===== config.mk =====
export PLATFORM = sky130hd
export DESIGN_NAME = byteplane_rle_decoder_unit
export DESIGN_NICKNAME = d
export VERILOG_FILES = /design/src/rtl/brle_pkg.sv /design/src/rtl/brle_core.sv /design/src/rtl/byteplane_rle_decoder_unit.sv
export VERILOG_INCLUDE_DIRS = /design/src /design/src/rtl
export SDC_FILE = /design/constraint.sdc
export NUM_CORES = 1
export LEC_CHECK = 0
export BUFFER_PORTS_ARGS = -buffer_cell sky130_fd_sc_hd__buf_4
export CAP_MARGIN = 5
export CORE_MARGIN = 3
export CORE_UTILIZATION = 60
export CTS_CLUSTER_SIZE = 16
export DETAILED_ROUTE_END_ITERATION = 8
export GPL_TIMING_DRIVEN = 0
export PLACE_DENSITY = 0.81
export RECOVER_POWER = 50
export SLEW_MARGIN = 40
export SYNTH_ARGS = -nofsm -noshare
export SYNTH_HDL_FRONTEND = slang
export SYNTH_SLANG_ARGS = --single-unit

===== constraint.sdc =====
create_clock -name i_clk -period 4.7 [get_ports i_clk]
set_input_delay 0.94 -clock i_clk [delete_from_list [all_inputs] [get_ports i_clk]]
set_output_delay 0.94 -clock i_clk [all_outputs]
set_load 0.01 [all_outputs]

===== src/rtl/byteplane_rle_decoder_unit_defines.svh =====
// assertion macros for the byte-plane run-length decoder
// no dependencies; included by files that check their own logic
`ifndef BYTEPLANE_RLE_DECODER_UNIT_DEFINES_SVH
`define BYTEPLANE_RLE_DECODER_UNIT_DEFINES_SVH
`ifndef SYNTHESIS
`define BRLE_ASSERT(lbl, clk, rst_n, prop) \
    lbl: assert property (@(posedge clk) disable iff (!rst_n) prop) \
        else $error("brle assertion failed");
`define BRLE_ASSERT_ALWAYS(lbl, clk, prop) \
    lbl: assert property (@(posedge clk) prop) \
        else $error("brle assertion failed");
`else
`define BRLE_ASSERT(lbl, clk, rst_n, prop)
`define BRLE_ASSERT_ALWAYS(lbl, clk, prop)
`endif
`endif


===== src/rtl/brle_pkg.sv =====
// shared types and constants for the byte-plane run-length decoder
// no dependencies
`default_nettype none
package brle_pkg;

    localparam int unsigned OFFSET_W = 18;
    localparam int unsigned POS_W    = 17;
    localparam int unsigned LEN_W    = 16;
    localparam int unsigned COUNT_W  = 8;

    localparam logic [7:0] CMD_LEN_MASK   = 8'h7F;
    localparam logic [7:0] CMD_REPEAT_BIT = 8'h80;

    typedef enum logic [2:0] {
        PH_HDR_LO = 3'd0,
        PH_HDR_HI = 3'd1,
        PH_CMD    = 3'd2,
        PH_LIT    = 3'd3,
        PH_REPVAL = 3'd4,
        PH_DONE   = 3'd5
    } t_phase;

    typedef struct packed {
        logic                valid;
        logic [OFFSET_W-1:0] offset;
        logic [7:0]          value;
        logic [COUNT_W-1:0]  count;
        logic                plane_sel;
        logic                stream_done;
    } t_result;

endpackage
`default_nettype wire


===== src/rtl/brle_core.sv =====
// parse state and combinational decode of one stream byte
// depends on brle_pkg
`default_nettype none
module brle_core (
    input  wire logic             i_clk,
    input  wire logic             i_rst_n,
    input  wire logic             i_fire,
    input  wire logic [7:0]       i_byte,
    output brle_pkg::t_result     o_res,
    output brle_pkg::t_phase      o_phase
);

    brle_pkg::t_phase                 r_phase, n_phase;
    logic [brle_pkg::LEN_W-1:0]       r_len, n_len;
    logic                             r_idx, n_idx;
    logic [brle_pkg::POS_W-1:0]       r_pos, n_pos;
    logic [brle_pkg::COUNT_W-1:0]     r_rem, n_rem;

    always_ff @(posedge i_clk) begin
        if (!i_rst_n) begin
            r_phase <= brle_pkg::PH_HDR_LO;
            r_len   <= '0;
            r_idx   <= 1'b0;
            r_pos   <= '0;
            r_rem   <= '0;
        end else if (i_fire) begin
            r_phase <= n_phase;
            r_len   <= n_len;
            r_idx   <= n_idx;
            r_pos   <= n_pos;
            r_rem   <= n_rem;
        end
    end

    // next state
    always_comb begin
        logic [brle_pkg::POS_W-1:0]   pos_sum;
        logic [brle_pkg::COUNT_W-1:0] rem_dec;
        logic                         finish;
        n_phase = r_phase;
        n_len   = r_len;
        n_idx   = r_idx;
        n_pos   = r_pos;
        n_rem   = r_rem;
        pos_sum = r_pos + {{(brle_pkg::POS_W-brle_pkg::COUNT_W){1'b0}}, r_rem};
        rem_dec = r_rem - 8'd1;
        finish  = 1'b0;
        case (r_phase)
            brle_pkg::PH_HDR_LO: begin
                n_len   = {8'd0, i_byte};
                n_phase = brle_pkg::PH_HDR_HI;
            end
            brle_pkg::PH_HDR_HI: begin
                n_len   = {i_byte, r_len[7:0]};
                n_idx   = 1'b0;
                n_pos   = '0;
                n_phase = ({i_byte, r_len[7:0]} == '0) ? brle_pkg::PH_DONE
                                                        : brle_pkg::PH_CMD;
            end
            brle_pkg::PH_CMD: begin
                n_rem   = (i_byte & brle_pkg::CMD_LEN_MASK) + 8'd1;
                n_phase = ((i_byte & brle_pkg::CMD_REPEAT_BIT) != 8'd0)
                          ? brle_pkg::PH_REPVAL : brle_pkg::PH_LIT;
            end
            brle_pkg::PH_LIT: begin
                pos_sum = r_pos + 17'd1;
                n_pos   = pos_sum;
                n_rem   = rem_dec;
                finish  = (rem_dec == '0);
            end
            brle_pkg::PH_REPVAL: begin
                n_pos  = pos_sum;
                n_rem  = '0;
                finish = 1'b1;
            end
            default: begin
                n_phase = brle_pkg::PH_DONE;
            end
        endcase
        if (finish) begin
            if (pos_sum >= {1'b0, r_len}) begin
                if (!r_idx) begin
                    n_idx   = 1'b1;
                    n_pos   = '0;
                    n_phase = brle_pkg::PH_CMD;
                end else begin
                    n_phase = brle_pkg::PH_DONE;
                end
            end else begin
                n_phase = brle_pkg::PH_CMD;
            end
        end
    end

    // result
    always_comb begin
        o_res             = '0;
        o_res.offset      = {r_pos, ~r_idx};
        o_res.value       = i_byte;
        o_res.plane_sel   = r_idx;
        o_res.stream_done = r_idx && (n_phase == brle_pkg::PH_DONE);
        case (r_phase)
            brle_pkg::PH_LIT: begin
                o_res.valid = 1'b1;
                o_res.count = 8'd1;
            end
            brle_pkg::PH_REPVAL: begin
                o_res.valid = 1'b1;
                o_res.count = r_rem;
            end
            default: begin
                o_res.valid = 1'b0;
                o_res.count = r_rem;
            end
        endcase
        if (!o_res.valid) begin
            o_res.stream_done = 1'b0;
        end
    end

    assign o_phase = r_phase;

endmodule
`default_nettype wire


===== src/rtl/byteplane_rle_decoder_unit.sv =====
// Byte-plane run-length decoder. Takes compressed bytes on the slave stream
// and emits write runs (offset, value, count at stride two) on the master
// stream; tlast marks the run that completes the second plane and tuser
// carries the plane select. Each byte passes an input register, a
// combinational parse against the plane state and a result register, so
// a request is accepted every cycle while the output is not stalled.
// Bytes after completion are dropped.
// depends on brle_pkg, brle_core and byteplane_rle_decoder_unit_defines.svh
`default_nettype none
`include "byteplane_rle_decoder_unit_defines.svh"
module byteplane_rle_decoder_unit (
    input  wire logic        i_clk,
    input  wire logic        i_rst_n,
    input  wire logic        s_axis_tvalid,
    output logic             s_axis_tready,
    input  wire logic [7:0]  s_axis_tdata,   // [7:0] in_byte
    output logic             m_axis_tvalid,
    input  wire logic        m_axis_tready,
    output logic [39:0]      m_axis_tdata,   // [17:0] out_offset, [25:18] out_value,
                                             // [33:26] out_count, [39:34] zero
    output logic             m_axis_tlast,   // stream_done
    output logic             m_axis_tuser    // [0] plane_sel
);

    logic              r_in_valid;
    logic [7:0]        r_in_byte;
    logic              r_out_valid;
    brle_pkg::t_result r_out;
    logic              out_free;
    logic              fire;
    brle_pkg::t_result res;
    brle_pkg::t_phase  phase;

    assign out_free      = !r_out_valid || m_axis_tready;
    assign fire          = r_in_valid && out_free;
    assign s_axis_tready = !r_in_valid || fire;

    always_ff @(posedge i_clk) begin
        if (!i_rst_n) begin
            r_in_valid <= 1'b0;
        end else if (s_axis_tready) begin
            r_in_valid <= s_axis_tvalid;
        end
    end

    always_ff @(posedge i_clk) begin
        if (s_axis_tready && s_axis_tvalid) begin
            r_in_byte <= s_axis_tdata;
        end
    end

    brle_core u_core (
        .i_clk   (i_clk),
        .i_rst_n (i_rst_n),
        .i_fire  (fire),
        .i_byte  (r_in_byte),
        .o_res   (res),
        .o_phase (phase)
    );

    always_ff @(posedge i_clk) begin
        if (!i_rst_n) begin
            r_out_valid <= 1'b0;
        end else if (out_free) begin
            r_out_valid <= fire && res.valid;
        end
    end

    always_ff @(posedge i_clk) begin
        if (fire && res.valid) begin
            r_out <= res;
        end
    end

    assign m_axis_tvalid = r_out_valid;
    assign m_axis_tdata  = {6'd0, r_out.count, r_out.value, r_out.offset};
    assign m_axis_tlast  = r_out.stream_done;
    assign m_axis_tuser  = r_out.plane_sel;

    // a held byte stays put until it is decoded
    `BRLE_ASSERT(a_in_hold, i_clk, i_rst_n, r_in_valid && !fire |=> r_in_valid && $stable(r_in_byte))
    // nothing is produced once the stream is complete
    `BRLE_ASSERT(a_done_quiet, i_clk, i_rst_n, phase == brle_pkg::PH_DONE |-> !res.valid)
    // the final run always belongs to the second plane
    `BRLE_ASSERT(a_last_plane, i_clk, i_rst_n, m_axis_tvalid && m_axis_tlast |-> m_axis_tuser)
    // run lengths stay within one command
    `BRLE_ASSERT_ALWAYS(a_count_rng, i_clk, m_axis_tvalid |-> r_out.count != 8'd0 && r_out.count <= 8'd128)

endmodule
`default_nettype wire

# Yosys cells after proc, flatten, opt, wreduce, memory -nomap -nowiden
# Cells that the tools add are included.
# classes
addsub	4
n_lt_le_gt_ge	1
eq_ne	5
mux	19
bitwise_logic	2
n_reduce_logical	17
# op_table
cell	n
17-bit 2-to-1 mux	4
17-bit one-hot mux with 3 select lines	1
16-bit one-hot mux with 2 select lines	1
8-bit one-hot mux with 3 select lines	1
17-bit by 1-bit adder with 17-bit output, second input constant	1
17-bit by 8-bit adder with 17-bit output	1
17-bit by 16-bit >= comparator with 1-bit output	1
16-bit logical NOT	1
3-bit 2-to-1 mux	5
3-bit one-hot mux with 4 select lines	1
7-bit by 1-bit adder with 8-bit output, second input constant	1
8-bit logical NOT	1
8-bit by 1-bit subtractor with 8-bit output, second input constant	1
3-bit by 2-bit equality test with 1-bit output, second input constant	2
3-bit equality test, second input constant	2
1-bit 2-to-1 mux	5
1-bit logical AND	4
2-bit AND reduction	2
3-bit by 1-bit equality test with 1-bit output, second input constant	1
3-bit logical NOT	1
3-bit AND reduction	1
3-bit nonzero test	1
1-bit logical NOT	2
1-bit logical OR	2
other kinds (4)	5
# totals
reg_bits	91
in_bits	12
word_cells	62

# Depth between registers and ports, before layout
# logic_depth
depth_word	7
mapped_depth	20
mapped_depth_nobuf	19

# Hierarchy
# A second synthesis with hierarchy kept.
# hier_totals
cells_unflattened	609
area_unflattened_um2	5461.5
# by_module_without_submodules
module	n_inst	cells_per_inst	area_per_inst_um2	seq_area_each_um2
brle_core	1	545	3978.8	900.9
byteplane_rle_decoder_unit	1	64	1482.7	1361.3

# Worst setup path after synthesis
# Ideal clock, no wire load.
# synth_timing
path_kind	reg-to-reg
start	register u_core.r_pos[0] (netlist name)
end	register u_core.r_pos[4] (netlist name)
arrival_ns	3.793
required_ns	4.581
path_slack_ns	0.789
stages_incl_launch_ff	19
n_path_buf	1
path_cell_list	dfxtp_1 ha_1 inv_1 fa_1 nor2b_1 o31a_1 o21a_1 nor2_1 a21oi_1 nand3_1 xnor2_1 ha_1 nand3_1 o41ai_1 a41oi_2 a211oi_4 buf_6 nor2_2 o221a_1
# synth_via
elab_chain_cells	5
word_cells_on_any_way	8
# synth_lines
element	line	text
from (decl)	brle_core.sv:16	logic [brle_pkg::POS_W-1:0] r_pos, n_pos;
from (signal assigned)	brle_core.sv:30	r_pos <= n_pos;
17-bit by 8-bit adder with 17-bit output / 17-bit by 1-bit adder with 17-bit output (equally long branches)	brle_core.sv:45, brle_core.sv:66	
17-bit 2-to-1 mux / 17-bit one-hot mux with 3 select lines (equally long branches)	brle_core.sv:48	case (r_phase)
17-bit by 16-bit >= comparator with 1-bit output / 17-bit 2-to-1 mux (equally long branches)	brle_core.sv:81, brle_core.sv:82	
17-bit 2-to-1 mux	brle_core.sv:81	if (pos_sum >= {1'b0, r_len}) begin
17-bit 2-to-1 mux *	brle_core.sv:80	if (finish) begin
# Mark *: on every way between the ends. The rest lies on a longest branch, timed or not.
# A chain may end at the register's enable or synchronous reset.

# Worst setup path after layout
# layout_timing
start	register u_core.r_phase[2] (netlist: u_core.o_phase[2])
end	register u_core.r_pos[15] (netlist name)
# layout_via
elab_chain_cells	5
word_cells_on_any_way	10
# layout_lines
element	line	text
from (decl)	brle_core.sv:13	brle_pkg::t_phase r_phase, n_phase;
from (signal assigned)	brle_core.sv:21	r_phase <= brle_pkg::PH_HDR_LO;
from (signal assigned)	brle_core.sv:27	r_phase <= n_phase;
3-bit by 2-bit equality test with 1-bit output, or another cell as far along	brle_core.sv:48	
17-bit 2-to-1 mux / 17-bit one-hot mux with 3 select lines (equally long branches)	brle_core.sv:48	
17-bit by 16-bit >= comparator with 1-bit output / 17-bit 2-to-1 mux (equally long branches)	brle_core.sv:81, brle_core.sv:82	
17-bit 2-to-1 mux	brle_core.sv:81	
17-bit 2-to-1 mux *	brle_core.sv:80	
# Marked as above.

==> reports/results.tsv <==
stage	metric	value	unit
floorplanning	# rows	34	
cells_and_area	most common cell after layout, fill and taps aside	clkbuf_1	
cells_and_area	Layout Nets	727	
detailed_routing	DRT Pass-1 Iters	5	
cells_and_area	area grow syn2layout	12.2	%
worst_setup_path	Setup CP Type	reg -> reg	
sta	fin. max-slew vios	0	
pwr	Psw	0.000522	W
worst_setup_path	critical path endpoint category	register	
cells_and_area	most frequent cells in the layout	59 x clkbuf_1, 58 x nand2_1, 57 x nor2_1	
sta	Worst Tran Pin Value	700	ps
global_route	pin count of the biggest net entering global routing	37	
yosys	top post-synthesis cells by area	edfxtp_1 24%, dfxtp_1 17%, ha_1 6.7%	
detailed_routing	met3 routed WL	1.64	mm
pwr	peak supply drop	162	uV
yosys	FFs w/ async S/R, synth	0	%
sta	highest clock rate	223	MHz
yosys	EDFF count, synth	44	
pwr	Power Density	276	mW/mm^2
placed_design	I/O Buffers	48	
pwr	Flop pwr share	52.2	%
placed_design	post-place instance area	0.00593	sq mm
yosys	Yosys cell types	71	
clocking	H-tree Lvls	3	
global_route	grt total ovfl	0	
status	run status	finished, final reports clean	
clocking	number of clock sinks	91	
clocking	CTS tree	yes	
floorplanning	Die X-Extent	101	um
clocking	Clock transition at path regs	100	ps
sta	setup TNS	0	ps
yosys	Synth Instances	614	
detailed_routing	DR DRC count	0	
clocking	total CTS buffers	9	
yosys	Synth warnings	0	
sta	Final Hold Viols	0	
job	Max Cap Violations	0	
detailed_routing	WL met2	7.08	mm
worst_setup_path	Worst setup SP type	register	
pwr	switching share of power	31.2	%
yosys	Synth Register Bits	91	
global_route	vias in the first global route	4733	
yosys	Main synth FF type	dfxtp_1	
detailed_routing	post-route antenna net violation count	0	
detailed_routing	Vias	5129	
yosys	share of the synthesized area in the top cell type	24.4	%
yosys	post-synth top area cell	edfxtp_1	
sta	final setup vio count	0	
global_route	GRT Overall Usage	31.4	%
clocking	Max Buffers Root-to-Sink	2	
detailed_routing	WL met1	6.54	mm
pwr	Logic pwr share	14.7	%
floorplanning	starting density of the core	61.8	%
sta	period utilization	95.6	%
global_route	first-pass GRT wire length	24.8	mm
yosys	Post-Syn Area	0.00542	sq mm
cells_and_area	fin area	0.00608	sq mm
floorplanning	I/O Pins	56	
clocking	Clk Latency, worst-skew pair	380	ps
detailed_routing	Vias/cell	6.43	
detailed_routing	highest routed layer	met4	
sta	Max-slew headroom	53.4	%
sta	Final Skew	16.6	ps
floorplanning	DIE HEIGHT	101	um
sta	Final min period	4490	ps
pwr	Int Power	0.00115	W
pwr	clock share of power	33.1	%
placed_design	routability cong.	0.920	
global_route	initial antenna violation count	0	
hold_path	worst hold path class	reg -> reg	
floorplanning	full die area	0.0102	sq mm
detailed_routing	initial DRC count	504	
yosys	Syn Area/Cell	8.83	sq um
detailed_routing	total wire length	15.9	mm
worst_setup_path	CP Data Required Time	4960	ps
worst_setup_path	CP Max Fanout	10	
worst_setup_path	arrival time at the worst endpoint	4760	ps
floorplanning	Core ar.	0.00876	sq mm
clocking	Root Buffer	clkbuf_8	
cells_and_area	share of layout cells above drive strength 1	11.3	%
detailed_routing	drt wl/cell	19.9	um
cells_and_area	ANT cells	0	
pwr	leakage power	2.23	nW
pwr	Overall Power	0.00168	W
cells_and_area	Filler Cell Count	721	
yosys	sequential area share after synthesis	41.7	%
placed_design	post-detail-place hpwl	11.2	mm
[cells in the mapped netlist (all sizes together) (4+ instances only)]
library cell and n:
a211oi 9, a21o 4, a21oi 50, a22oi 15, a31oi 4, and2 11
and3 8, buf 20, clkbuf 22, dfxtp 47, edfxtp 44, ha 29
inv 28, nand2 58, nand2b 4, nand3 30, nand3b 4, nand4 6
nor2 61, nor2b 4, nor3 9, nor4 6, o21ai 49, o22ai 9
o31ai 5, o41ai 4, or3 4, xnor2 16, xor2 11
[logic make-up after synthesis]
| family | after synthesis | share of synthesized area, % |
|---|---|---|
| xor+xnor | 27 | 4.36 |
| fa+ha+maj | 30 | 7.07 |
| flops | 91 | 41.7 |
| simple gates | 210 | 18.7 |
| buf+inv | 73 | 6.14 |
| other cells | 1 | 0.0692 |
| compound gates | 182 | 22.0 |
[worst paths after layout]
check                           slack, ps               end  cells after the start         startpoint
worst max-delay path                  210  u_core.r_pos[15]                     16  u_core.o_phase[2]
worst min-delay path                  440  m_axis_tdata[16]                      0   u_core.r_pos[15]
worst max register to register        210  u_core.r_pos[15]                     16  u_core.o_phase[2]
worst min register to register        440  m_axis_tdata[16]                      0   u_core.r_pos[15]
[cell type report]
| class | instances | area (sq um) | share of cell area, % |
|---|---|---|---|
| inverter | 30 | 114 | 1.87 |
| tap | 108 | 135 | 2.22 |
| multi-input combinational | 455 | 2870 | 47.2 |
| sequential | 91 | 2270 | 37.3 |
| timing repair buffer | 55 | 274 | 4.51 |
| clock buffer | 9 | 124 | 2.04 |
| clock inverter | 7 | 75.1 | 1.24 |
| buffer | 43 | 219 | 3.60 |
[per-stage QoR]
stage / utilization (%) / worst slack (ps) / cells / hold WS [ps]
5_1_grt: 69.4 / -1.82 / 798 / 443
3_5_place_dp: 67.7 / -77.2 / 775 / 409
4_1_cts: 70.2 / 39.4 / 794 / 438
6_report: 69.4 / 208 / 798 / 439
2_1_floorplan: - / 789 / 619 / 403
3_3_place_gp: 67.7 / -34.6 / 775 / 409
[per-layer routing]
| layer | GRT usage [%] | vias up |
|---|---|---|
| met3 | 5.61 | 56 |
| met2 | 47.9 | 334 |
| met4 | 14.7 | 0 |
| li1 | - | 2371 |
| met5 | 0 | - |
| met1 | 43.2 | 2368 |
[registers in the layout (all words and copies together), names as in the netlist]
signal          cells
u_core.r_len       16
r_in_valid          1
u_core.r_rem        8
m_axis_tlast        1
m_axis_tdata       34
u_core.o_phase      3
m_axis_tuser        1
r_in_byte           8
u_core.r_pos       17
u_core.r_idx        1
m_axis_tvalid       1
[power by group through the flow]
stage          clock network [W]  registers (W)  logic, W
6_report                0.000555       0.000874  0.000246
5_1_grt                 0.000577       0.000877  0.000269
4_1_cts                 0.000553       0.000874  0.000234
3_5_place_dp                   0       0.000892  0.000230
3_3_place_gp                   0       0.000891  0.000226
2_1_floorplan                  0       0.000886  0.000162
[repair_timing]
item / 4_1_cts / 5_1_grt
gates resized for setup: 0 / 11
pin swaps: 1 / 3
setup endpoints to repair: 6 / 21
buffers inserted: 3 / 4
hold endpoints to repair: 0 / 0
hold buffers: 0 / 0
cloned: 0 / 0
[critical path, stage by stage (launching register included)]
cell and delay, ps:
dfxtp_1 310, buf_2 180, clkinv_1 220, nand2_1 300, nor2_2 450, clkbuf_1 420, o21ai_0 240, ha_1 350
nand2_1 50, o21ai_0 130, a31oi_1 140, o41ai_2 390, a41oi_2 220, a211oi_4 440, buf_6 220, nand2_1 100
o2111a_1 180
(Power assumes the default switching activity.)
